==> src/sv/eman_pkg.sv <==
package eman_pkg;

   localparam int EMAN_ENTRIES = 64;
   localparam int ADDR_W       = 64;
   localparam int ALIGN_W      = 32;

   localparam logic CMD_FREE  = 1'b0;
   localparam logic CMD_ALLOC = 1'b1;

   // what every cell of the row does
   typedef enum logic [1:0] {
      CELL_HOLD   = 2'd0,
      CELL_INSERT = 2'd1,
      CELL_REMOVE = 2'd2,
      CELL_WRITE  = 2'd3
   } cell_op_type;

   typedef struct packed {
      cell_op_type         op;
      logic [ADDR_W-1:0]   base;
      logic [ADDR_W-1:0]   len;
   } cell_cmd_type;

   // where a cell stands relative to the addressed slot
   typedef struct packed {
      logic at_pos;
      logic past_pos;
      logic last;
   } cell_sel_type;

endpackage

==> src/sv/eman_cell.sv <==
module eman_cell (
   input  logic                         clock,
   input  logic                         reset,
   input  eman_pkg::cell_cmd_type       cmd,
   input  eman_pkg::cell_sel_type       sel,
   input  logic [eman_pkg::ADDR_W-1:0]  left_base,
   input  logic [eman_pkg::ADDR_W-1:0]  left_len,
   input  logic [eman_pkg::ADDR_W-1:0]  right_base,
   input  logic [eman_pkg::ADDR_W-1:0]  right_len,
   output logic [eman_pkg::ADDR_W-1:0]  base,
   output logic [eman_pkg::ADDR_W-1:0]  len
);
   import eman_pkg::*;

   logic [ADDR_W-1:0] base_ff, base_in;
   logic [ADDR_W-1:0] len_ff, len_in;

   always_comb begin
      base_in = base_ff;
      len_in  = len_ff;
      unique case (cmd.op)
         CELL_HOLD: begin
         end
         CELL_INSERT: begin
            if (sel.at_pos) begin
               base_in = cmd.base;
               len_in  = cmd.len;
            end else if (sel.past_pos && !sel.last) begin
               base_in = left_base;
               len_in  = left_len;
            end
         end
         CELL_REMOVE: begin
            if (sel.at_pos || sel.past_pos) begin
               base_in = sel.last ? '0 : right_base;
               len_in  = sel.last ? '0 : right_len;
            end
         end
         CELL_WRITE: begin
            if (sel.at_pos) begin
               base_in = cmd.base;
               len_in  = cmd.len;
            end
         end
         default: begin
         end
      endcase
   end

   always_ff @(posedge clock) begin
      if (reset) begin
         base_ff <= '0;
         len_ff  <= '0;
      end else begin
         base_ff <= base_in;
         len_ff  <= len_in;
      end
   end

   assign base = base_ff;
   assign len  = len_ff;

endmodule

==> config.mk <==
export PLATFORM = sky130hd
export DESIGN_NAME = eman_cell
export DESIGN_NICKNAME = d
export VERILOG_FILES = /design/src/sv/eman_pkg.sv /design/src/sv/eman_cell.sv
export SDC_FILE = /design/constraint.sdc
export NUM_CORES = 1
export LEC_CHECK = 0
export BUFFER_PORTS_ARGS = -buffer_cell sky130_fd_sc_hd__buf_2
export CORE_AREA = 3 3 203 205
export CTS_CLUSTER_SIZE = 8
export DETAILED_ROUTE_END_ITERATION = 8
export DIE_AREA = 0 0 206 208
export HOLD_SLACK_MARGIN = 0.08
export PLACE_DENSITY = 0.48
export REMOVE_ABC_BUFFERS = 1
export SLEW_MARGIN = 30
export SYNTH_ARGS = -nofsm -noshare
export SYNTH_HDL_FRONTEND = slang
export SYNTH_SLANG_ARGS = --single-unit
==> constraint.sdc <==
create_clock -name clock -period 4.2 [get_ports clock]
set_input_delay 0.84 -clock clock [delete_from_list [all_inputs] [get_ports clock]]
set_output_delay 0.84 -clock clock [all_outputs]
set_load 0.05 [all_outputs]
==> flow_summary.toml, run 1 <==
[run_status]
status = "finished, final reports clean"

[worst_setup_path]
crit_path_max_fanout = 75
start_kind = "input pin"
rr_worst_depth = 2
ff2ff_setup_slack_ns = 3.52
path_class = "in -> reg"
r2r-start = "len[47]"
crit_chain = "buf_4 -> buf_4 -> a22oi_1 -> a2111o_1 -> a21oi_1"
rr_endpoint = "len[47]"
crit_start = "cmd[128]"
path_depth = 5
critPathBufInv = 2
cp_slowest_stage_delay_ns = 0.70
worst_ep_arrival_time_ns = 3.17
cp.required_ns = 4.55
crit_end = "base[4]"
worst_path_dominant_cell_family = "buffers and inverters"
worstSetupEndpointType = "flop"
slowest_stage = "buf_4"
crit_top_cell = "buf_4"

[routing]
drt-total-wl_um = 37500
first_iter_violations = 613
via_count = 10400
drcViolationCount = 0
vias_per_cell = 5.21
postRouteAntennaNets = 0
drt_pass1_iterations = 5
wl_per_cell_um = 18.8

[sta]
max-slew-margin-rel_pct = 38.6
drv_slew = 0
finalHoldViolCount = 0
fin_crit_ns = 2.82
fin_ws_ns = 1.38
setup_viol = 0
min_period_over_period_pct = 67.1
tightestPinTransition_ns = 0.921
rsz0062_at_grt = "false"
fmax_mhz = 355
finClkSkew_ns = 0

[power_and_ir_drop]
power_frac_comb_pct = 31.3
clkPwrFrac_pct = 36.1
seqPwrFrac_pct = 32.6
p_leak_uw = 0.00504
p_int_uw = 2680
vdd_ir_drop_max_mv = 0.266
swShare_pct = 35.5
p_switching_uw = 1480
powerDensity_nw_per_um2 = 341

[global_route]
grt_pass1_wl_um = 56600
overflow = 0
grt_pass1_vias = 10100
grt_usage_pct = 16.4
antenna_found_initial = 0
grt_max_degree = 134

[die]
die_h_um = 208
rows = 73
start_util_pct = 22.2
dieArea_um2 = 42800
top_level_ports = 519
die_w_um = 206
core_area_um2 = 39600

[layout]
syn2layout_area_growth_pct = 38.6
stdcell_area_um2 = 12200
layout-drive-gt1-share_pct = 38.8
nNetsFinal = 1848
insertedDiodeCount = 0
final_util_pct = 30.7

[synth]
ys_ff_latch = 128
yosys_warnings = 0
avgSynthCellArea_um2 = 8.32
yosysTopAreaCell = "dfxtp_1"
synth_area_um2 = 8780
synth_cells = 1056
ys_types = 17
synth_area_leaders = "dfxtp_1 29%, a2111o_1 16%, a211oi_1 11%"
synth_top_area_share_pct = 29.2
ys_seq_area_share_pct = 29.2

[clocking]
cts_sinks = 128
clockRootBuffer = "clkbuf_16"
htree_levels = 4
cts_tree = "yes"
numCtsBuffers = 17
clk_pin_slew_ns = 0.06
clock_latency_ns = 0.42
ctsResizeCount = 0
cts_hold_buf = 0
clock_path_buffers = 2
post_cts_buffers = 0

[worst_hold_path]
hold_class = "reg -> reg"
min_path_cells = 2

[placed_design]
placed_area_um2 = 11600
pre_cts_ws_ns = 1.01
dpl.hpwl_um = 26100
gp_congestion = 0.799
portBuffers = 518

[job]
maxCapViolCount = 0
worst min path at each step:
stage / from / slack, ns / endpoint
after detailed placement: base[8] / 0.46 / base[8]
after global routing: len[57] / 0.49 / len[57]
final: len[57] / 0.47 / len[57]
after CTS: len[61] / 0.47 / len[61]
after floorplan: base[0] / 0.70 / base[0]
after global placement: len[57] / 0.46 / len[57]
per-layer routing:
layer	vias to the layer above	wire [µm]	GRT usage, %
li1	5014	-	-
met1	4959	15400	19.9
met2	385	18400	27.8
met3	39	2840	4.79
met4	0	818	4.92
met5	-	0	0
power by group through the flow:
stage          Clock (µW)  Combinational [µW]  Sequential [µW]
2_1_floorplan           0                 421             1710
3_3_place_gp            0                1310             1380
3_5_place_dp            0                1310             1380
4_1_cts              1560                1310             1360
5_1_grt              1610                1400             1370
6_report             1500                1300             1350
through the flow:
| stage | std cells | setup TNS (ns) | hold WS (ns) | power [µW] |
|---|---|---|---|---|
| finish | 1995 | 0 | 0.469 | 4150 |
| global placement | 1963 | 0 | 0.458 | 2690 |
| floorplan | 901 | -707.49 | 0.703 | 2140 |
| global route | 1995 | 0 | 0.488 | 4370 |
| detailed placement | 1963 | 0 | 0.463 | 2690 |
| CTS | 1995 | 0 | 0.471 | 4230 |
synthesized netlist by cell type, drive strengths merged:
cell    count
nand2       1
a22oi     128
dfxtp     128
nand2b      1
a2111o    128
nor2        1
clkbuf     82
a211oi    128
buf        73
nor2b     128
a21oi     130
o21ai     128
layout by cell type, fill, tap and decap left out:
cell	count
clkbuf_16	17
o21ai_1	6
a2111o_1	128
nand2_1	1
o21ai_0	122
nor2b_1	128
clkinv_2	4
a211oi_1	128
clkbuf_1	2
clkinvlp_4	4
nand2b_1	1
buf_4	12
a21oi_4	2
a21oi_1	128
buf_12	9
a22oi_1	128
nor2_4	1
buf_2	514
bufinv_16	2
clkbuf_8	5
dfxtp_1	128
flip-flops by register name (all words and copies together) (netlist names):
name,flops
base,64
len,64
cell type report:
cell class	instances	area [µm²]
timing repair buffer	537	2870
multi-input combinational	773	5500
clock buffer	22	474
fill	4334	27500
clock inverter	10	110
tap	525	657
sequential	128	2560
worst min-delay path: stages (launching register included):
cell and delay (ns):
dfxtp_1 0.30, o21ai_0 0.06, a21oi_1 0.06
cell families (layout without fill, tap and decap cells):
logic type,count (synthesis),count (layout),synth area share [%]
simple gates,131,131,9.27
flops,128,128,29.2
buf+inv,155,569,8.52
compound gates,642,642,53.0
Note: power is estimated with default switching activity, not from simulation.
==> run 2, diff against run 1 <==
--- a/config.mk
+++ b/config.mk
@@ -11,7 +11,7 @@
 export DETAILED_ROUTE_END_ITERATION = 8
 export DIE_AREA = 0 0 206 208
 export HOLD_SLACK_MARGIN = 0.08
-export PLACE_DENSITY = 0.48
+export PLACE_DENSITY = 0.5
 export REMOVE_ABC_BUFFERS = 1
 export SLEW_MARGIN = 30
 export SYNTH_ARGS = -nofsm -noshare
==> constraint.sdc (replaced) <==
create_clock -name clock -period 2.5 [get_ports clock]
set_input_delay 0.5 -clock clock [delete_from_list [all_inputs] [get_ports clock]]
set_output_delay 0.5 -clock clock [all_outputs]
set_load 0.05 [all_outputs]
==> run 2 against run 1 <==
Against the previous run: combinational power grew 72%; total power increased by 74%; clock skew did not move; register-to-register slack worse by 1.8 ns; global-route usage increased by 0.11 points.
==> flow_summary.toml, run 2 (synthesis results as in run 1) <==
[run_status]
status = "finished, final reports clean"

[layout]
nNetsFinal = 1868
multi_input_comb_area_um2 = 5500
final_common_cell = "buf_2"
fill_cells = 4267
syn2layout_area_growth_pct = 42.4
fin_cells = 2016
layout-drive-gt1-share_pct = 39.7
regArea_um2 = 2560

[routing]
postRouteAntennaNets = 0
drt_pass1_iterations = 5
wl_per_cell_um = 18.5
via_count = 10400
drt-total-wl_um = 37400
vias_per_cell = 5.15
first_iter_violations = 678
drcViolationCount = 0

[die]
start_util_pct = 22.2
die_h_um = 208
dieArea_um2 = 42800
core_area_um2 = 39600
die_w_um = 206
top_level_ports = 519
rows = 73

[worst_hold_path]
min_path_cells = 2
whs_endpoint = "len[25]"
hold_start = "len[25]"
hold_class = "reg -> reg"

[worst_setup_path]
cp_slowest_stage_delay_ns = 0.39
rr_endpoint = "base[25]"
worst_ep_arrival_time_ns = 1.99
critPathBufInv = 2
path_class = "in -> reg"
ff2ff_setup_slack_ns = 1.74
rr_worst_depth = 2
r2r-start = "base[25]"
crit_chain = "buf_6 -> nand2b_1 -> a21oi_4 -> buf_12 -> o21ai_0 -> a21oi_1"
crit_path_max_fanout = 135
start_kind = "input pin"
worstSetupEndpointType = "flop"
cp.required_ns = 2.85
worst_path_dominant_cell_family = "compound AO/OA/AOI/OAI gates"
slowest_stage = "buf_12"

[placed_design]
placed_cells = 1983
gp_congestion = 0.816
portBuffers = 518
dpl.hpwl_um = 26400
pre_cts_ws_ns = 0.443

[clocking]
clockRootBuffer = "clkbuf_16"
clk_pin_slew_ns = 0.06
post_cts_buffers = 0
cts_sinks = 128
ctsResizeCount = 0
clock_latency_ns = 0.42
cts_tree = "yes"
numCtsBuffers = 17
htree_levels = 4
clock_path_buffers = 2
cts_hold_buf = 0

[global_route]
grt_usage_pct = 16.5
overflow = 0
antenna_found_initial = 3
grt_max_degree = 136
grt_pass1_wl_um = 56800
grt_pass1_vias = 10100

[sta]
setup_viol = 0
finClkSkew_ns = 0
fin_crit_ns = 1.64
finalSetupTns_ns = 0
fmax_mhz = 610
tightestPinTransition_ns = 0.642
finalHoldViolCount = 0
drv_slew = 0
max-slew-margin-rel_pct = 57.2
min_period_over_period_pct = 65.6
rsz0062_at_grt = "false"
fin_ws_ns = 0.860

[job]
maxCapViolCount = 0

[power_and_ir_drop]
powerDensity_nw_per_um2 = 577
p_leak_uw = 0.00521
vdd_ir_drop_max_mv = 0.440
==> run 2: metrics by stage <==
stage | power (µW) | area (µm²) | hold WS (ns) | util [%]
finish | 7220 | 12500 | 0.471 | 31.5
global route | 7620 | 12500 | 0.488 | 31.5
global placement | 4580 | 11900 | 0.458 | 30.0
floorplan | 3590 | 8040 | 0.569 | -
CTS | 7350 | 12500 | 0.471 | 31.5
detailed placement | 4580 | 11900 | 0.463 | 30.0
==> run 2: worst max-delay path by stage <==
stage                     startpoint  endpoint  cells past startpoint
after floorplan               sel[2]   base[0]                      4
after global placement      cmd[128]  base[13]                      6
after detailed placement    cmd[128]  base[45]                      6
after CTS                   base[25]  base[25]                      1
after global routing          sel[2]  base[58]                      6
final                         sel[2]  base[62]                      6
==> run 2: area by class of cell <==
type	count	share of cell area, %
Sequential cell	128	20.5
Clock buffer	18	3.51
Antenna cell	1	0.0200
Timing Repair Buffer	557	25.2
Clock inverter	14	1.52
Tap cell	525	5.25
Multi-Input combinational cell	773	44.0
==> run 2: tightest hold or removal path, stage by stage, from the launching register on <==
cell     delay (ns)
dfxtp_1        0.30
o21ai_0        0.06
a21oi_1        0.06
==> run 2: where the power goes <==
| part | internal (µW) | leakage (µW) | switching [µW] |
|---|---|---|---|
| Combinational | 801 | 0.00385 | 1440 |
| Sequential | 2200 | 0.00105 | 82.0 |
| Clock | 1690 | 0.000306 | 1000 |
==> run 2: layer usage <==
layer  track usage (%)  share of wire (%)
met5                 0              0.072
met4              6.25                2.9
met3              4.04                7.4
met2              27.7                 48
met1              20.2                 42
==> run 3, diff against run 2 <==
--- a/config.mk
+++ b/config.mk
@@ -5,13 +5,14 @@
 export SDC_FILE = /design/constraint.sdc
 export NUM_CORES = 1
 export LEC_CHECK = 0
+export ABC_AREA = 1
 export BUFFER_PORTS_ARGS = -buffer_cell sky130_fd_sc_hd__buf_2
-export CORE_AREA = 3 3 203 205
+export CORE_AREA = 3 3 200 202
 export CTS_CLUSTER_SIZE = 8
 export DETAILED_ROUTE_END_ITERATION = 8
-export DIE_AREA = 0 0 206 208
+export DIE_AREA = 0 0 203 205
 export HOLD_SLACK_MARGIN = 0.08
-export PLACE_DENSITY = 0.5
+export PLACE_DENSITY = 0.55
 export REMOVE_ABC_BUFFERS = 1
 export SLEW_MARGIN = 30
 export SYNTH_ARGS = -nofsm -noshare
==> constraint.sdc (replaced) <==
create_clock -name clock -period 1.7 [get_ports clock]
set_input_delay 0.34 -clock clock [delete_from_list [all_inputs] [get_ports clock]]
set_output_delay 0.34 -clock clock [all_outputs]
set_load 0.05 [all_outputs]
==> run 3 against run 2 <==
Against the previous run: total power increased by 58%; final cell count up 59%; routed wire length up 9.9%; critical endpoint is now len[32].
==> flow_summary.toml, run 3 <==
[sta]
rsz0062_at_grt = "false"
drv_slew = 0
finalHoldViolCount = 0
fmax_mhz = 689
min_period_over_period_pct = 85.3
max-slew-margin-rel_pct = 75.1
tightestPinTransition_ns = 0.373
setup_viol = 0
fin_crit_ns = 1.45
whs_ns = 0.280
finClkSkew_ns = 0

[die]
die_w_um = 203
dieArea_um2 = 41600
start_util_pct = 28.0
core_area_um2 = 38500
die_h_um = 205
rows = 72
top_level_ports = 519

[clocking]
clockRootBuffer = "clkbuf_16"
cts_hold_buf = 0
htree_levels = 4
cts_tree = "yes"
ctsResizeCount = 0
clock_latency_ns = 0.41
cts_sinks = 128
numCtsBuffers = 17
clock_path_buffers = 2
post_cts_buffers = 0
clk_pin_slew_ns = 0.07

[placed_design]
dpl.hpwl_um = 31800
portBuffers = 518
placed_cells = 3163
gp_congestion = 0.865
placed_area_um2 = 14200

[synth]
yosysMostFrequentCell = "nand2_1"
synth_common_cells = "773 x nand2_1, 516 x inv_1, 387 x nor2_1, 256 x nand3_1, 128 x dfxtp_1"
synth_area_um2 = 10800
yosysTopAreaCell = "nand2_1"
synthXorXnorAreaFrac_pct = 0
synth_compound_area_share_pct = 0.0465
avgSynthCellArea_um2 = 4.92
synth-simple-area-share_pct = 52.4
synth_area_leaders = "nand2_1 27%, dfxtp_1 24%, inv_1 18%"
yosys_warnings = 0
ys_seq_area_share_pct = 23.8
synth_cells = 2188
synth_top_area_share_pct = 27.0
synth_fa_ha_area_share_pct = 0
ys_types = 11
synth.area.mux_share_pct = 0
ys_async_sr_fraction_pct = 0
ys_ff_latch = 128
synth_top_family_by_area = "simple AND/OR/NAND/NOR gates"
synth_flop_cell = "dfxtp_1"
synth_edf_count = 0

[power_and_ir_drop]
powerDensity_nw_per_um2 = 769
p_leak_uw = 0.00949
p_total_uw = 11400
vdd_ir_drop_max_mv = 0.613

[worst_setup_path]
crit_path_max_fanout = 2
path_class = "reg -> out"
cp.required_ns = 1.36
critPathBufInv = 1
worstSetupEndpointType = "output port"
start_kind = "flop"
crit_chain = "buf_2"
slowest_stage = "dfxtp_1"
cp_slowest_stage_delay_ns = 0.40
worst_ep_arrival_time_ns = 1.11
worst_path_dominant_cell_family = "flip-flops"

[layout]
stdcell_area_um2 = 14900
syn2layout_area_growth_pct = 38.0
fin_cells = 3202
layout-drive-gt1-share_pct = 23.2
final_common_cell = "nand2_1"
nNetsFinal = 3055
final_cell_mix = "772 x nand2_1, 516 x buf_2, 512 x inv_1, 386 x nor2_1, 256 x nand3_1"

[routing]
drcViolationCount = 0
via_count = 13600
first_iter_violations = 676
wl_per_cell_um = 12.8
drt_pass1_iterations = 5
drt-total-wl_um = 41100
vias_per_cell = 4.26
postRouteAntennaNets = 0

[global_route]
grt_max_degree = 66
overflow = 0
grt_pass1_wl_um = 64000
grt_usage_pct = 18.9
antenna_found_initial = 7
grt_pass1_vias = 12800

[run_status]
status = "finished, final reports clean"

[job]
maxCapViolCount = 0

[worst_hold_path]
hold_class = "in -> reg"
## run 3: cell types whose count changed after synthesis, moves of 37 or more
cell | previous run | this run
a2111o_1 | 128 | 0
a211oi_1 | 128 | 0
a21oi_1 | 129 | 0
a22oi_1 | 128 | 0
buf_2 | 58 | 95
clkbuf_1 | 82 | 20
inv_1 | 0 | 516
nand2_1 | 1 | 773
nand3_1 | 0 | 256
nor2_1 | 1 | 387
nor2b_1 | 128 | 0
o21ai_0 | 122 | 0
## run 3: where the power goes
group,leakage (µW),internal [µW],switching [µW]
registers,0.00106,3300,162
clock network,0.000300,2370,1460
logic,0.00813,1350,2780
total,0.00949,7020,4400
## run 3: kinds of logic after synthesis
family | count (synthesis)
AND/OR/NAND/NOR | 1416
buffers and inverters | 643
AO/OA/AOI/OAI | 1
flip-flops | 128
## run 3: per-stage QoR
step,setup TNS (ns),worst slack (ns),utilization (%)
after floorplan,-574.69,-4.49,-
after global placement,0,0.0619,37.0
after detailed placement,0,0.0630,37.0
after CTS,0,0.208,38.6
after global routing,0,0.200,38.6
final,0,0.250,38.6
## run 3: layout make-up
type,instances,area (µm²)
inverter,517,1950
fill,4300,23600
multi-input combinational,1417,5660
tap,518,648
timing repair buffer,583,3400
antenna,7,17.5
sequential,128,2560
clock inverter,10,124
clock buffer,22,494
## run 3: path summary, 6_finish.rpt
path,cells past startpoint,from,to,slack [ns]
worst max-delay path,1,len[32],len[32],0.25
worst min-delay path,5,cmd[9],len[9],0.28
worst min register to register,4,len[40],len[40],0.51
worst max register to register,4,len[32],len[32],1.01
## run 3: metal layers
metal | vias to the layer above | wire length [µm] | GRT usage [%]
li1 | 7178 | - | -
met5 | - | 34 | 0
met3 | 55 | 2900 | 4.58
met4 | 4 | 852 | 5.86
met1 | 5985 | 17300 | 22.5
met2 | 419 | 20000 | 33.6
