[src/sv/eman_pkg.sv]
package eman_pkg;

   localparam int EMAN_ENTRIES = 64;
   localparam int ADDR_W       = 64;
   localparam int ALIGN_W      = 32;

   localparam logic CMD_FREE  = 1'b0;
   localparam logic CMD_ALLOC = 1'b1;

   // what every cell of the row does
   typedef enum logic [1:0] {
      CELL_HOLD   = 2'd0,
      CELL_INSERT = 2'd1,
      CELL_REMOVE = 2'd2,
      CELL_WRITE  = 2'd3
   } cell_op_type;

   typedef struct packed {
      cell_op_type         op;
      logic [ADDR_W-1:0]   base;
      logic [ADDR_W-1:0]   len;
   } cell_cmd_type;

   // where a cell stands relative to the addressed slot
   typedef struct packed {
      logic at_pos;
      logic past_pos;
      logic last;
   } cell_sel_type;

endpackage

[src/sv/eman_rem.sv]
module eman_rem (
   input  logic                          clock,
   input  logic                          reset,
   input  logic                          start,
   input  logic [eman_pkg::ADDR_W-1:0]   dividend,
   input  logic [eman_pkg::ALIGN_W-1:0]  divisor,
   output logic                          done,
   output logic [eman_pkg::ALIGN_W-1:0]  rem
);
   import eman_pkg::*;

   localparam int STEPS = ADDR_W;
   localparam int CNT_W = $clog2(STEPS);
   localparam logic [CNT_W-1:0] LAST_STEP = CNT_W'(STEPS - 1);

   logic [ADDR_W-1:0]  q_ff, q_in;
   logic [ALIGN_W-1:0] rem_ff, rem_in;
   logic [CNT_W-1:0]   cnt_ff, cnt_in;
   logic               busy_ff, busy_in;
   logic               done_ff, done_in;
   logic [ALIGN_W:0]   trial;
   logic [ALIGN_W:0]   diff;

   // restoring remainder, one dividend bit a cycle
   assign trial = {rem_ff, q_ff[ADDR_W-1]};
   assign diff  = trial - {1'b0, divisor};

   always_comb begin
      q_in    = q_ff;
      rem_in  = rem_ff;
      cnt_in  = cnt_ff;
      busy_in = busy_ff;
      done_in = 1'b0;
      if (start) begin
         q_in    = dividend;
         rem_in  = '0;
         cnt_in  = '0;
         busy_in = 1'b1;
      end else if (busy_ff) begin
         q_in   = {q_ff[ADDR_W-2:0], 1'b0};
         rem_in = (trial >= {1'b0, divisor}) ? diff[ALIGN_W-1:0] : trial[ALIGN_W-1:0];
         cnt_in = cnt_ff + 1'b1;
         if (cnt_ff == LAST_STEP) begin
            busy_in = 1'b0;
            done_in = 1'b1;
         end
      end
   end

   always_ff @(posedge clock) begin
      if (reset) begin
         busy_ff <= 1'b0;
         done_ff <= 1'b0;
         cnt_ff  <= '0;
      end else begin
         busy_ff <= busy_in;
         done_ff <= done_in;
         cnt_ff  <= cnt_in;
      end
      q_ff   <= q_in;
      rem_ff <= rem_in;
   end

   assign done = done_ff;
   assign rem  = rem_ff;

endmodule

[config.mk]
export PLATFORM = sky130hd
export DESIGN_NAME = eman_rem
export DESIGN_NICKNAME = d
export VERILOG_FILES = /design/src/sv/eman_pkg.sv /design/src/sv/eman_rem.sv
export SDC_FILE = /design/constraint.sdc
export NUM_CORES = 1
export LEC_CHECK = 0
export ABC_AREA = 1
export BUFFER_PORTS_ARGS = -buffer_cell sky130_fd_sc_hd__buf_2
export CAP_MARGIN = 20
export CORE_ASPECT_RATIO = 0.9
export CORE_MARGIN = 2
export CORE_UTILIZATION = 40
export CTS_BUF_LIST = sky130_fd_sc_hd__clkbuf_4 sky130_fd_sc_hd__clkbuf_8 sky130_fd_sc_hd__clkbuf_16
export DETAILED_ROUTE_END_ITERATION = 8
export PLACE_DENSITY = 0.63
export SETUP_SLACK_MARGIN = 0.5
export SYNTH_ARGS = -nofsm -noshare
export SYNTH_HDL_FRONTEND = slang
export SYNTH_SLANG_ARGS = --single-unit
[constraint.sdc]
create_clock -name clock -period 3.9 [get_ports clock]
set_input_delay 0.78 -clock clock [delete_from_list [all_inputs] [get_ports clock]]
set_output_delay 0.78 -clock clock [all_outputs]
set_load 0.1 [all_outputs]
==> impl_metrics.env, run 1 <==
export IMPL_syn_nets=1217
export IMPL_rows=47
export IMPL_initial_core_util=0.4106
export IMPL_grt_start_max_net_pins=66
export IMPL_multi_input_area_sq_um=4036
export IMPL_grt_usage=0.1896
export IMPL_required_ps=4210
export IMPL_antenna_found_initial=3
export IMPL_die_x_um=149.1
export IMPL_drtAntennaViolNets=0
export IMPL_layout_area_seq_sq_um=2723
export IMPL_io_buffer_count=131
export IMPL_htree_levels=3
export IMPL_top_layer_used="met4"
export IMPL_grt_pass1_vias=6337
export IMPL_tightest_slew_ps=691.7
export IMPL_synth_edf_count=64
export IMPL_ys_ff_latch=104
export IMPL_nNetsFinal=1337
export IMPL_cts_resized=0
export IMPL_clk_latency_ps=360
export IMPL_final_hold_viol_count=0
export IMPL_layout_commonest_cell="nand2_1"
export IMPL_p_leak_uw=0.004865
export IMPL_slew_violations=0
export IMPL_dp_final_hpwl_um=13860
export IMPL_path_clk_slew_ps=80
export IMPL_arrival_ps=2960
export IMPL_clock_sinks=104
export IMPL_wl_met2_um=8114
export IMPL_cp_max_fo=33
export IMPL_dr_pass1_iters=5
export IMPL_start_kind="primary input"
export IMPL_avgSynthCellArea_sq_um=6.995
export IMPL_final_cell_mix="nand2_1, inv_1, buf_2"
export IMPL_clock_skew_ps=11.37
export IMPL_yosysUniqueCellTypes=38
export IMPL_cts_buffers_inserted=9
export IMPL_die_y_um=134.6
export IMPL_fin_tns_setup_ps=0
export IMPL_hold_class="reg -> reg"
export IMPL_vias=6614
export IMPL_globalRouteOverflowTotal=0
export IMPL_p_total_uw=2596
export IMPL_maxCapViolCount=0
export IMPL_design_core_area_sq_um=18470
export IMPL_gp_congestion=0.9345
export IMPL_setup_violations=0
export IMPL_synthCells=1084
export IMPL_cts_tree="yes"
export IMPL_viasPerCell=4.536
export IMPL_syn_area_sq_um=7582
export IMPL_syn_to_final_growth_pct=15.26
export IMPL_ys_flop_type="edfxtp_1"
export IMPL_ys_async_sr_fraction=0
export IMPL_power_density_nw_per_um2=297.0
export IMPL_ctsLongestPathBuffers=2
export IMPL_met1Wirelength_um=8940
export IMPL_grt_pass1_wl_um=30600
export IMPL_pin_count=132
export IMPL_yosysWarnings=0
export IMPL_synth_top_area_share=0.2535
export IMPL_totalWireLength_um=18490
export IMPL_finalCriticalPeriod_ps=2651
export IMPL_drive_above_1_share=0.2134
export IMPL_post_cts_buffers=0
export IMPL_cp_end_kind="flop"
export IMPL_dieArea_sq_um=20070
export IMPL_avgRoutedWirePerCell_um=12.68
export IMPL_fill_cells=1957
export IMPL_yosysTopAreaCell="edfxtp_1"
export IMPL_status="completed"
export IMPL_path_class="in -> reg"
export IMPL_final_period_utilization=0.6797
export IMPL_drt_iter0_drc=319
export IMPL_drc=0
export IMPL_cts_hold_fix_buffers=0
export IMPL_clock_root_buffer="clkbuf_16"
export IMPL_ys_top_cells_by_area="edfxtp_1, nand2_1, dfxtp_1"
export IMPL_route_met3_wl_um=1144
export IMPL_rsz0062_at_grt="false"
export IMPL_relSlewSlack=0.5382
export IMPL_yosysSeqAreaShare=0.3591
export IMPL_fmax_ghz=0.3773
export IMPL_ir_worst_vdd_uv=206.4
flip-flops by register name, summed over array words and instances (netlist names):
name and cells:
busy_ff 1, cnt_ff 6, done 1, q_ff 64, rem 32
power by group:
group / total (uW) / switching [uW] / leakage, uW / internal, uW
registers: 1270 / 21.0 / 0.000980 / 1250
clock network: 1000 / 480 / 0.000159 / 523
logic: 318 / 200 / 0.00373 / 118
kinds of logic after synthesis:
group,Yosys count,share of synthesized area
xor+xnor,14,0.01617
fa+ha+maj,34,0.05710
flops,104,0.3591
buf+inv,190,0.1099
compound gates,26,0.01815
simple gates,716,0.4396
final timing paths:
check	slack, ps	cells after the start	end	from
max	1250	16	rem[19]$_SDFFE_PP0P_	divisor[4]
min	480	2	rem[13]$_SDFFE_PP0P_	rem[13]$_SDFFE_PP0P_
max reg2reg	1420	14	rem[19]$_SDFFE_PP0P_	rem[2]$_SDFFE_PP0P_
min reg2reg	480	2	rem[13]$_SDFFE_PP0P_	rem[13]$_SDFFE_PP0P_
cell usage after synthesis, types with 2 or more instances:
| cell type | number |
|---|---|
| a21oi_1 | 22 |
| and2_1 | 5 |
| buf_12 | 3 |
| buf_4 | 4 |
| buf_6 | 2 |
| clkbuf_1 | 14 |
| clkbuf_8 | 4 |
| dfxtp_1 | 40 |
| edfxtp_1 | 64 |
| ha_1 | 33 |
| inv_1 | 152 |
| inv_2 | 9 |
| nand2_1 | 504 |
| nand2_2 | 40 |
| nand2_4 | 3 |
| nand3_1 | 26 |
| nand3_2 | 28 |
| nand3b_1 | 33 |
| nand3b_2 | 8 |
| nand4_1 | 2 |
| nor2_1 | 41 |
| nor2_2 | 6 |
| nor2_4 | 3 |
| nor3_1 | 9 |
| nor3b_1 | 3 |
| xnor2_1 | 14 |
per-stage QoR:
step	instances	instance area, sq um	worst slack (ps)	hold WS, ps	util
6_report	1458	8740	1249	483.1	0.4733
5_1_grt	1455	8732	1053	499.8	0.4729
4_1_cts	1453	8702	1225	485.7	0.4713
3_5_place_dp	1437	8379	858.3	476.1	0.4538
3_3_place_gp	1437	8379	892.8	473.2	0.4538
2_1_floorplan	1084	7582	1288	456.9	-
final cells by class:
class                           count  area share
Antenna cell                        4    0.001145
Clock buffer                        9     0.02577
Clock inverter                      7     0.01117
Inverter                          162     0.06958
Multi-Input combinational cell    790      0.4618
Sequential cell                   104      0.3115
Tap cell                          245     0.03508
Timing Repair Buffer              137     0.08389
worst max-delay path, cell delays in order:
cell	delay, ps
buf_2	70
inv_1	30
ha_1	350
nand2_1	80
nand2_1	110
inv_1	90
nand3_2	130
nand2_2	110
nand2_4	70
nand2_2	90
nand2_4	60
nand2_4	370
nand2_8	280
nand2_1	160
nand3_1	70
nand2_1	60
metal layers:
metal / vias to the layer above / GRT usage
met3: 17 / 0.05034
met1: 2883 / 0.2552
met2: 140 / 0.3003
met4: 0 / 0.05556
li1: 3574 / -
met5: - / 0
Note: power is estimated with default switching activity, not from simulation.
==> run 2: changes to the inputs <==
==> constraint.sdc (replaced) <==
create_clock -name clock -period 2.8 [get_ports clock]
set_input_delay 0.56 -clock clock [delete_from_list [all_inputs] [get_ports clock]]
set_output_delay 0.56 -clock clock [all_outputs]
set_load 0.1 [all_outputs]
==> run 2 against run 1 <==
Effect of this change:
- die area did not move
- highest routed layer unchanged
- sequential cell count unchanged
- sequential share of layout area about the same
- combinational power increased by 39%
- critical path depth decreased by 3
- clock skew down 1.2 ps
- count of clock-buffer cells in the layout unchanged
- core utilization grew 0.75 points
- global-route usage fell by 0.25 points
- critical path type is now reg -> reg
- non-clock buffer count increased by 5
- largest power group unchanged
- worst setup slack worse by 610 ps
==> impl_metrics.env, run 2 (same netlist as run 1, synthesis figures left out) <==
export IMPL_drive_above_1_share=0.2502
export IMPL_pin_count=132
export IMPL_final_period_utilization=0.7712
export IMPL_fin_tns_setup_ps=0
export IMPL_cp_slowest_cell="ha_2"
export IMPL_path_clk_slew_ps=80
export IMPL_relSlewSlack=0.5881
export IMPL_viasPerCell=4.567
export IMPL_initial_core_util=0.4106
export IMPL_drc=0
export IMPL_cts_tree="yes"
export IMPL_globalRouteOverflowTotal=0
export IMPL_fmax_ghz=0.4631
export IMPL_largest_register="q_ff"
export IMPL_tightest_slew_ps=617.8
export IMPL_cts_buffers_inserted=9
export IMPL_final_cell_mix="nand2_1, inv_1, buf_2"
export IMPL_final_hold_viol_count=0
export IMPL_p_sw_uw=983.2
export IMPL_slew_violations=0
export IMPL_postPlaceCellArea_sq_um=8464
export IMPL_power_density_nw_per_um2=398.1
export IMPL_avgRoutedWirePerCell_um=12.62
export IMPL_gp_congestion=0.9188
export IMPL_syn_to_final_growth_pct=17.08
export IMPL_setup_violations=0
export IMPL_hold_class="in -> reg"
export IMPL_die_y_um=134.6
export IMPL_ctsLongestPathBuffers=2
export IMPL_vias=6677
export IMPL_arrival_ps=2410
export IMPL_largest_reg_flops=64
export IMPL_design_core_area_sq_um=18470
export IMPL_die_x_um=149.1
export IMPL_rsz0062_at_grt="true"
export IMPL_dp_final_hpwl_um=13600
export IMPL_drtAntennaViolNets=0
export IMPL_clock_skew_ps=10.21
export IMPL_antenna_found_initial=2
export IMPL_required_ps=3050
export IMPL_internal_power_uw=2550
export IMPL_grt_usage=0.1871
export IMPL_grt_pass1_vias=6267
export IMPL_crit_top_cell="nand2_2"
export IMPL_crit_path_cell_trace="ha_2, nand2_2, nor2_4, nand2_2, nor2_2, nand3b_1, nand3_2, nor2_8, buf_12, nand2_8, nand2_2, nand3_2, nand2_1"
export IMPL_clock_root_buffer="clkbuf_16"
export IMPL_nNetsFinal=1343
export IMPL_p_seq_frac=0.502
export IMPL_drt_iter0_drc=323
export IMPL_power_switching_share=0.2783
export IMPL_rows=47
export IMPL_layout_commonest_cell="nand2_1"
export IMPL_cp_end_kind="flop"
export IMPL_dieArea_sq_um=20070
export IMPL_clkPwrFrac=0.372
export IMPL_grt_pass1_wl_um=30250
export IMPL_path_class="reg -> reg"
export IMPL_maxCapViolCount=0
export IMPL_p_leak_uw=0.004916
export IMPL_io_buffer_count=131
export IMPL_totalWireLength_um=18450
export IMPL_slowest_delay_ps=380
export IMPL_htree_levels=3
export IMPL_start_kind="flop"
export IMPL_clock_sinks=104
export IMPL_fin_area_sq_um=8877
export IMPL_p_comb_frac=0.125
export IMPL_cp_max_fo=16
export IMPL_clk_latency_ps=360
export IMPL_status="completed"
export IMPL_grt_start_max_net_pins=66
export IMPL_ir_worst_vdd_uv=358.1
export IMPL_finalCriticalPeriod_ps=2159
export IMPL_dr_pass1_iters=4
run 2: cell count changes in the layout (fill, tap and decap cells not counted), sizes merged:
| cell | before | now |
|---|---|---|
| clkinv | 2 | 4 |
| diode | 4 | 2 |
| buf | 137 | 142 |
| bufinv | 1 | 0 |
| nand2 | 548 | 549 |
| clkinvlp | 0 | 2 |
| inv | 166 | 163 |
run 2: repair_timing:
action	in CTS	in global routing
endpoints found under the hold margin	0	0
hold buffers	0	0
resized for setup	0	17
endpoints found under the setup margin	20	32
buffers inserted	1	1
pin swaps	1	2
cloned	0	1
run 2: critical path: cells and delay by family (launching register included):
kind                     cells  cell delay, ps
adder cells (fa/ha/maj)      1             380
buffers and inverters        1             150
flip-flops                   1             350
AND/OR/NAND/NOR             11            1160
run 2: layout make-up:
| class | instances | area [sq um] |
|---|---|---|
| diodes | 2 | 5.005 |
| clock buffers | 9 | 225.2 |
| clock inverters | 7 | 80.08 |
| fillers | 1926 | 9588 |
| inverters | 162 | 611.8 |
| multi-input cells | 791 | 4091 |
| flip-flops and latches | 104 | 2761 |
| well taps | 245 | 306.5 |
| repair buffers | 142 | 795.8 |
run 2: metal layers:
| layer | track usage | part of all wire | vias to the layer above |
|---|---|---|---|
| met5 | 0 | 0 | - |
| met4 | 0.05820 | 0.022 | 0 |
| met3 | 0.03615 | 0.055 | 23 |
| met2 | 0.2934 | 0.44 | 168 |
| met1 | 0.2615 | 0.48 | 2905 |
| li1 | - | - | 3581 |
run 2: path summary, 6_finish.rpt:
check                  startpoint               endpoint  slack [ps]  depth (start not counted)
max          rem[22]$_SDFFE_PP0P_    rem[3]$_SDFFE_PP0P_         640                         13
min                   dividend[0]  q_ff[0]$_SDFFCE_PN0P_         460                          3
max reg2reg  rem[22]$_SDFFE_PP0P_    rem[3]$_SDFFE_PP0P_         640                         13
min reg2reg   rem[9]$_SDFFE_PP0P_    rem[9]$_SDFFE_PP0P_         470                          2
run 2: through the flow:
step | worst slack (ps) | utilization | power (uW) | std cells | hold WS [ps]
2_1_floorplan | 543.7 | - | 2103 | 1084 | 457.2
3_3_place_gp | 152.6 | 0.4584 | 2246 | 1441 | 456.4
3_5_place_dp | 69.14 | 0.4584 | 2251 | 1441 | 459.4
4_1_cts | 559.6 | 0.4753 | 3576 | 1458 | 448.3
5_1_grt | 489.0 | 0.4805 | 3694 | 1460 | 457.6
6_report | 640.7 | 0.4808 | 3534 | 1462 | 459.7
run 2: power groups by stage:
stage	Sequential [uW]	Clock (uW)	Combinational [uW]
global route	1790	1400	508
global placement	1810	0	439
detailed placement	1810	0	441
floorplan	1820	0	287
CTS	1780	1360	443
finish	1780	1320	443
==> run 3: changes to the inputs <==
--- a/config.mk
+++ b/config.mk
@@ -5,7 +5,7 @@
 export SDC_FILE = /design/constraint.sdc
 export NUM_CORES = 1
 export LEC_CHECK = 0
-export ABC_AREA = 1
+export ABC_AREA = 0
 export BUFFER_PORTS_ARGS = -buffer_cell sky130_fd_sc_hd__buf_2
 export CAP_MARGIN = 20
 export CORE_ASPECT_RATIO = 0.9
@@ -13,7 +13,7 @@
 export CORE_UTILIZATION = 40
 export CTS_BUF_LIST = sky130_fd_sc_hd__clkbuf_4 sky130_fd_sc_hd__clkbuf_8 sky130_fd_sc_hd__clkbuf_16
 export DETAILED_ROUTE_END_ITERATION = 8
-export PLACE_DENSITY = 0.63
+export PLACE_DENSITY = 0.67
 export SETUP_SLACK_MARGIN = 0.5
 export SYNTH_ARGS = -nofsm -noshare
 export SYNTH_HDL_FRONTEND = slang
==> constraint.sdc (replaced) <==
create_clock -name clock -period 1.75 [get_ports clock]
set_input_delay 0.35 -clock clock [delete_from_list [all_inputs] [get_ports clock]]
set_output_delay 0.35 -clock clock [all_outputs]
set_load 0.1 [all_outputs]
==> run 3 against run 2 <==
Effect of this change:
- the run now ends with negative setup slack left
- worst setup slack worse by 1700 ps
- sequential cell count stayed put
- highest routed layer unchanged
- combinational power grew to 7.0 times the previous value
- first-iteration DRC count is 6.5% lower
- die area is 16% lower
- clock skew is 2.5 ps lower
- cell area is 11% higher
- largest power group is now combinational cells
==> impl_metrics.env, run 3 <==
export IMPL_postPlaceCellArea_sq_um=8433
export IMPL_slew_violations=0
export IMPL_vias=5705
export IMPL_die_x_um=136.6
export IMPL_final_cell_mix="buf_4, buf_2, edfxtp_1"
export IMPL_largest_register="q_ff"
export IMPL_syn_nets=750
export IMPL_drtAntennaViolNets=0
export IMPL_p_comb_frac=0.380
export IMPL_totalWireLength_um=17550
export IMPL_layout_commonest_cell="buf_4"
export IMPL_synthCells=617
export IMPL_cp_max_fo=3
export IMPL_arrival_ps=3060
export IMPL_maxCapViolCount=0
export IMPL_clk_latency_ps=360
export IMPL_initial_core_util=0.4098
export IMPL_fill_cells=1217
export IMPL_ys_top_cells_by_area="edfxtp_1, dfxtp_1, mux2_2"
export IMPL_fmax_ghz=0.3577
export IMPL_whs_path_depth=2
export IMPL_synth_top_area_share=0.3037
export IMPL_yosysUniqueCellTypes=70
export IMPL_grt_usage=0.2068
export IMPL_required_ps=2020
export IMPL_start_kind="flop"
export IMPL_antenna_found_initial=1
export IMPL_dieArea_sq_um=16840
export IMPL_hold_class="in -> reg"
export IMPL_tightest_slew_ps=456.1
export IMPL_p_sw_uw=2801
export IMPL_yosysTopAreaCell="edfxtp_1"
export IMPL_yosysSeqAreaShare=0.4303
export IMPL_syn_area_sq_um=6327
export IMPL_dr_pass1_iters=4
export IMPL_globalRouteOverflowTotal=0
export IMPL_largest_reg_flops=64
export IMPL_clkPwrFrac=0.256
export IMPL_io_buffer_count=131
export IMPL_ctsLongestPathBuffers=2
export IMPL_htree_levels=3
export IMPL_ys_flop_type="edfxtp_1"
export IMPL_rows=43
export IMPL_cts_buffers_inserted=9
export IMPL_rsz0062_at_grt="true"
export IMPL_drive_above_1_share=0.5366
export IMPL_pin_count=132
export IMPL_avgSynthCellArea_sq_um=10.25
export IMPL_setup_violations=32
export IMPL_antenna_cells=0
export IMPL_drt_iter0_drc=302
export IMPL_cp_end_kind="flop"
export IMPL_final_period_utilization=1.598
export IMPL_internal_power_uw=5372
export IMPL_pre_cts_ws_ps=-1158
export IMPL_yosysWarnings=0
export IMPL_synth_common_cells="edfxtp_1, mux2_2, nand2_1, nor2_1, inv_1"
export IMPL_failed_checks="negative setup slack"
export IMPL_path_clk_slew_ps=80
export IMPL_gp_congestion=0.9048
export IMPL_design_core_area_sq_um=15440
export IMPL_reg2reg_depth=13
export IMPL_grt_start_max_net_pins=35
export IMPL_relSlewSlack=0.6927
export IMPL_ys_async_sr_fraction=0
export IMPL_drc=0
export IMPL_clock_root_buffer="clkbuf_16"
export IMPL_grt_pass1_wl_um=27560
export IMPL_nNetsFinal=1015
export IMPL_dp_final_hpwl_um=12810
export IMPL_p_leak_uw=0.004102
export IMPL_avgRoutedWirePerCell_um=16.12
export IMPL_ys_ff_latch=104
export IMPL_synth_edf_count=64
export IMPL_die_y_um=123.3
export IMPL_syn_to_final_growth_pct=55.13
export IMPL_power_switching_share=0.3427
export IMPL_ir_worst_vdd_uv=597.3
export IMPL_clock_skew_ps=7.739
export IMPL_path_class="reg -> reg"
export IMPL_p_seq_frac=0.365
export IMPL_status="complete, but fails checks"
export IMPL_timing_final_ws_setup_ps=-1046
export IMPL_fin_area_sq_um=9816
export IMPL_final_hold_viol_count=0
export IMPL_finalCriticalPeriod_ps=2796
export IMPL_grt_pass1_vias=5744
export IMPL_cts_tree="yes"
export IMPL_viasPerCell=5.239
export IMPL_yosysMostFrequentCell="edfxtp_1"
export IMPL_clock_sinks=104
export IMPL_power_density_nw_per_um2=832.6
[run 3: layout make-up]
class	count	area, sq um	share of cell area
Multi-Input combinational cell	445	3722	0.3792
Sequential cell	104	2841	0.2895
Timing Repair Buffer	281	2539	0.2586
Clock buffer	9	225.2	0.02294
Tap cell	202	252.7	0.02575
Clock inverter	7	81.33	0.008286
Inverter	41	153.9	0.01568
[run 3: logic make-up (layout without fill, tap and decap cells)]
| family | count (synthesis) | count (layout) | share of synthesized area |
|---|---|---|---|
| AND/OR/NAND/NOR | 188 | 188 | 0.1467 |
| buffers and inverters | 68 | 338 | 0.05102 |
| multiplexers | 66 | 66 | 0.1171 |
| adder cells (fa/ha/maj) | 34 | 34 | 0.06842 |
| XOR/XNOR | 23 | 23 | 0.03184 |
| AO/OA/AOI/OAI | 134 | 134 | 0.1546 |
| flip-flops | 104 | 104 | 0.4303 |
[run 3: through the flow]
stage / setup TNS (ps) / hold slack (ps) / std cells / total power, uW / util
2_1_floorplan: -22310 / 422.4 / 617 / 4719 / -
3_3_place_gp: -26920 / 465.6 / 1046 / 5504 / 0.5461
3_5_place_dp: -29430 / 502.0 / 1046 / 5576 / 0.5461
4_1_cts: -24500 / 125.6 / 1076 / 8074 / 0.6185
5_1_grt: -29090 / 135.1 / 1089 / 8564 / 0.6357
6_report: -25380 / 135.3 / 1089 / 8173 / 0.6357
[run 3: layer usage]
| layer | share of wire | wire [um] | track usage | vias up |
|---|---|---|---|---|
| met5 | 0 | 0 | 0 | - |
| met4 | 0.010 | 182 | 0.05078 | 0 |
| met3 | 0.044 | 775 | 0.04592 | 15 |
| met2 | 0.50 | 8738 | 0.3441 | 125 |
| met1 | 0.45 | 7855 | 0.2737 | 2764 |
| li1 | - | - | - | 2801 |
[run 3: power by group through the flow]
stage / combinational, uW / clock [uW] / sequential [uW]
CTS: 2940 / 2150 / 2980
global placement: 2490 / 0 / 3010
global route: 3310 / 2250 / 3010
finish: 3100 / 2090 / 2980
detailed placement: 2550 / 0 / 3020
floorplan: 1230 / 0 / 3490
[run 3: critical path: stages (launching register included)]
cell	delay, ps
edfxtp_1	380
inv_1	70
ha_2	180
inv_2	40
fa_2	340
a21o_1	200
a221oi_4	240
buf_6	150
nor2_4	50
o31ai_4	200
o31ai_2	110
o21ai_1	160
mux2_4	330
a311oi_2	250
[run 3: what timing repair did]
action,4_1_cts,5_1_grt
cloned,0,0
hold buffers,0,0
resized for setup,188,34
pin swaps,13,22
endpoints found under the setup margin,68,67
buffers inserted,14,13
endpoints found under the hold margin,0,0
[run 3: worst paths after layout]
path / startpoint / endpoint / slack [ps]
worst max-delay path: q_ff[63]$_DFFE_PP_ / rem[28]$_SDFFE_PP0P_ / -1050
worst min-delay path: reset / busy_ff$_SDFF_PP0_ / 140
worst max register to register: q_ff[63]$_DFFE_PP_ / rem[28]$_SDFFE_PP0P_ / -1050
worst min register to register: cnt_ff[5]$_SDFFE_PP0P_ / cnt_ff[5]$_SDFFE_PP0P_ / 520
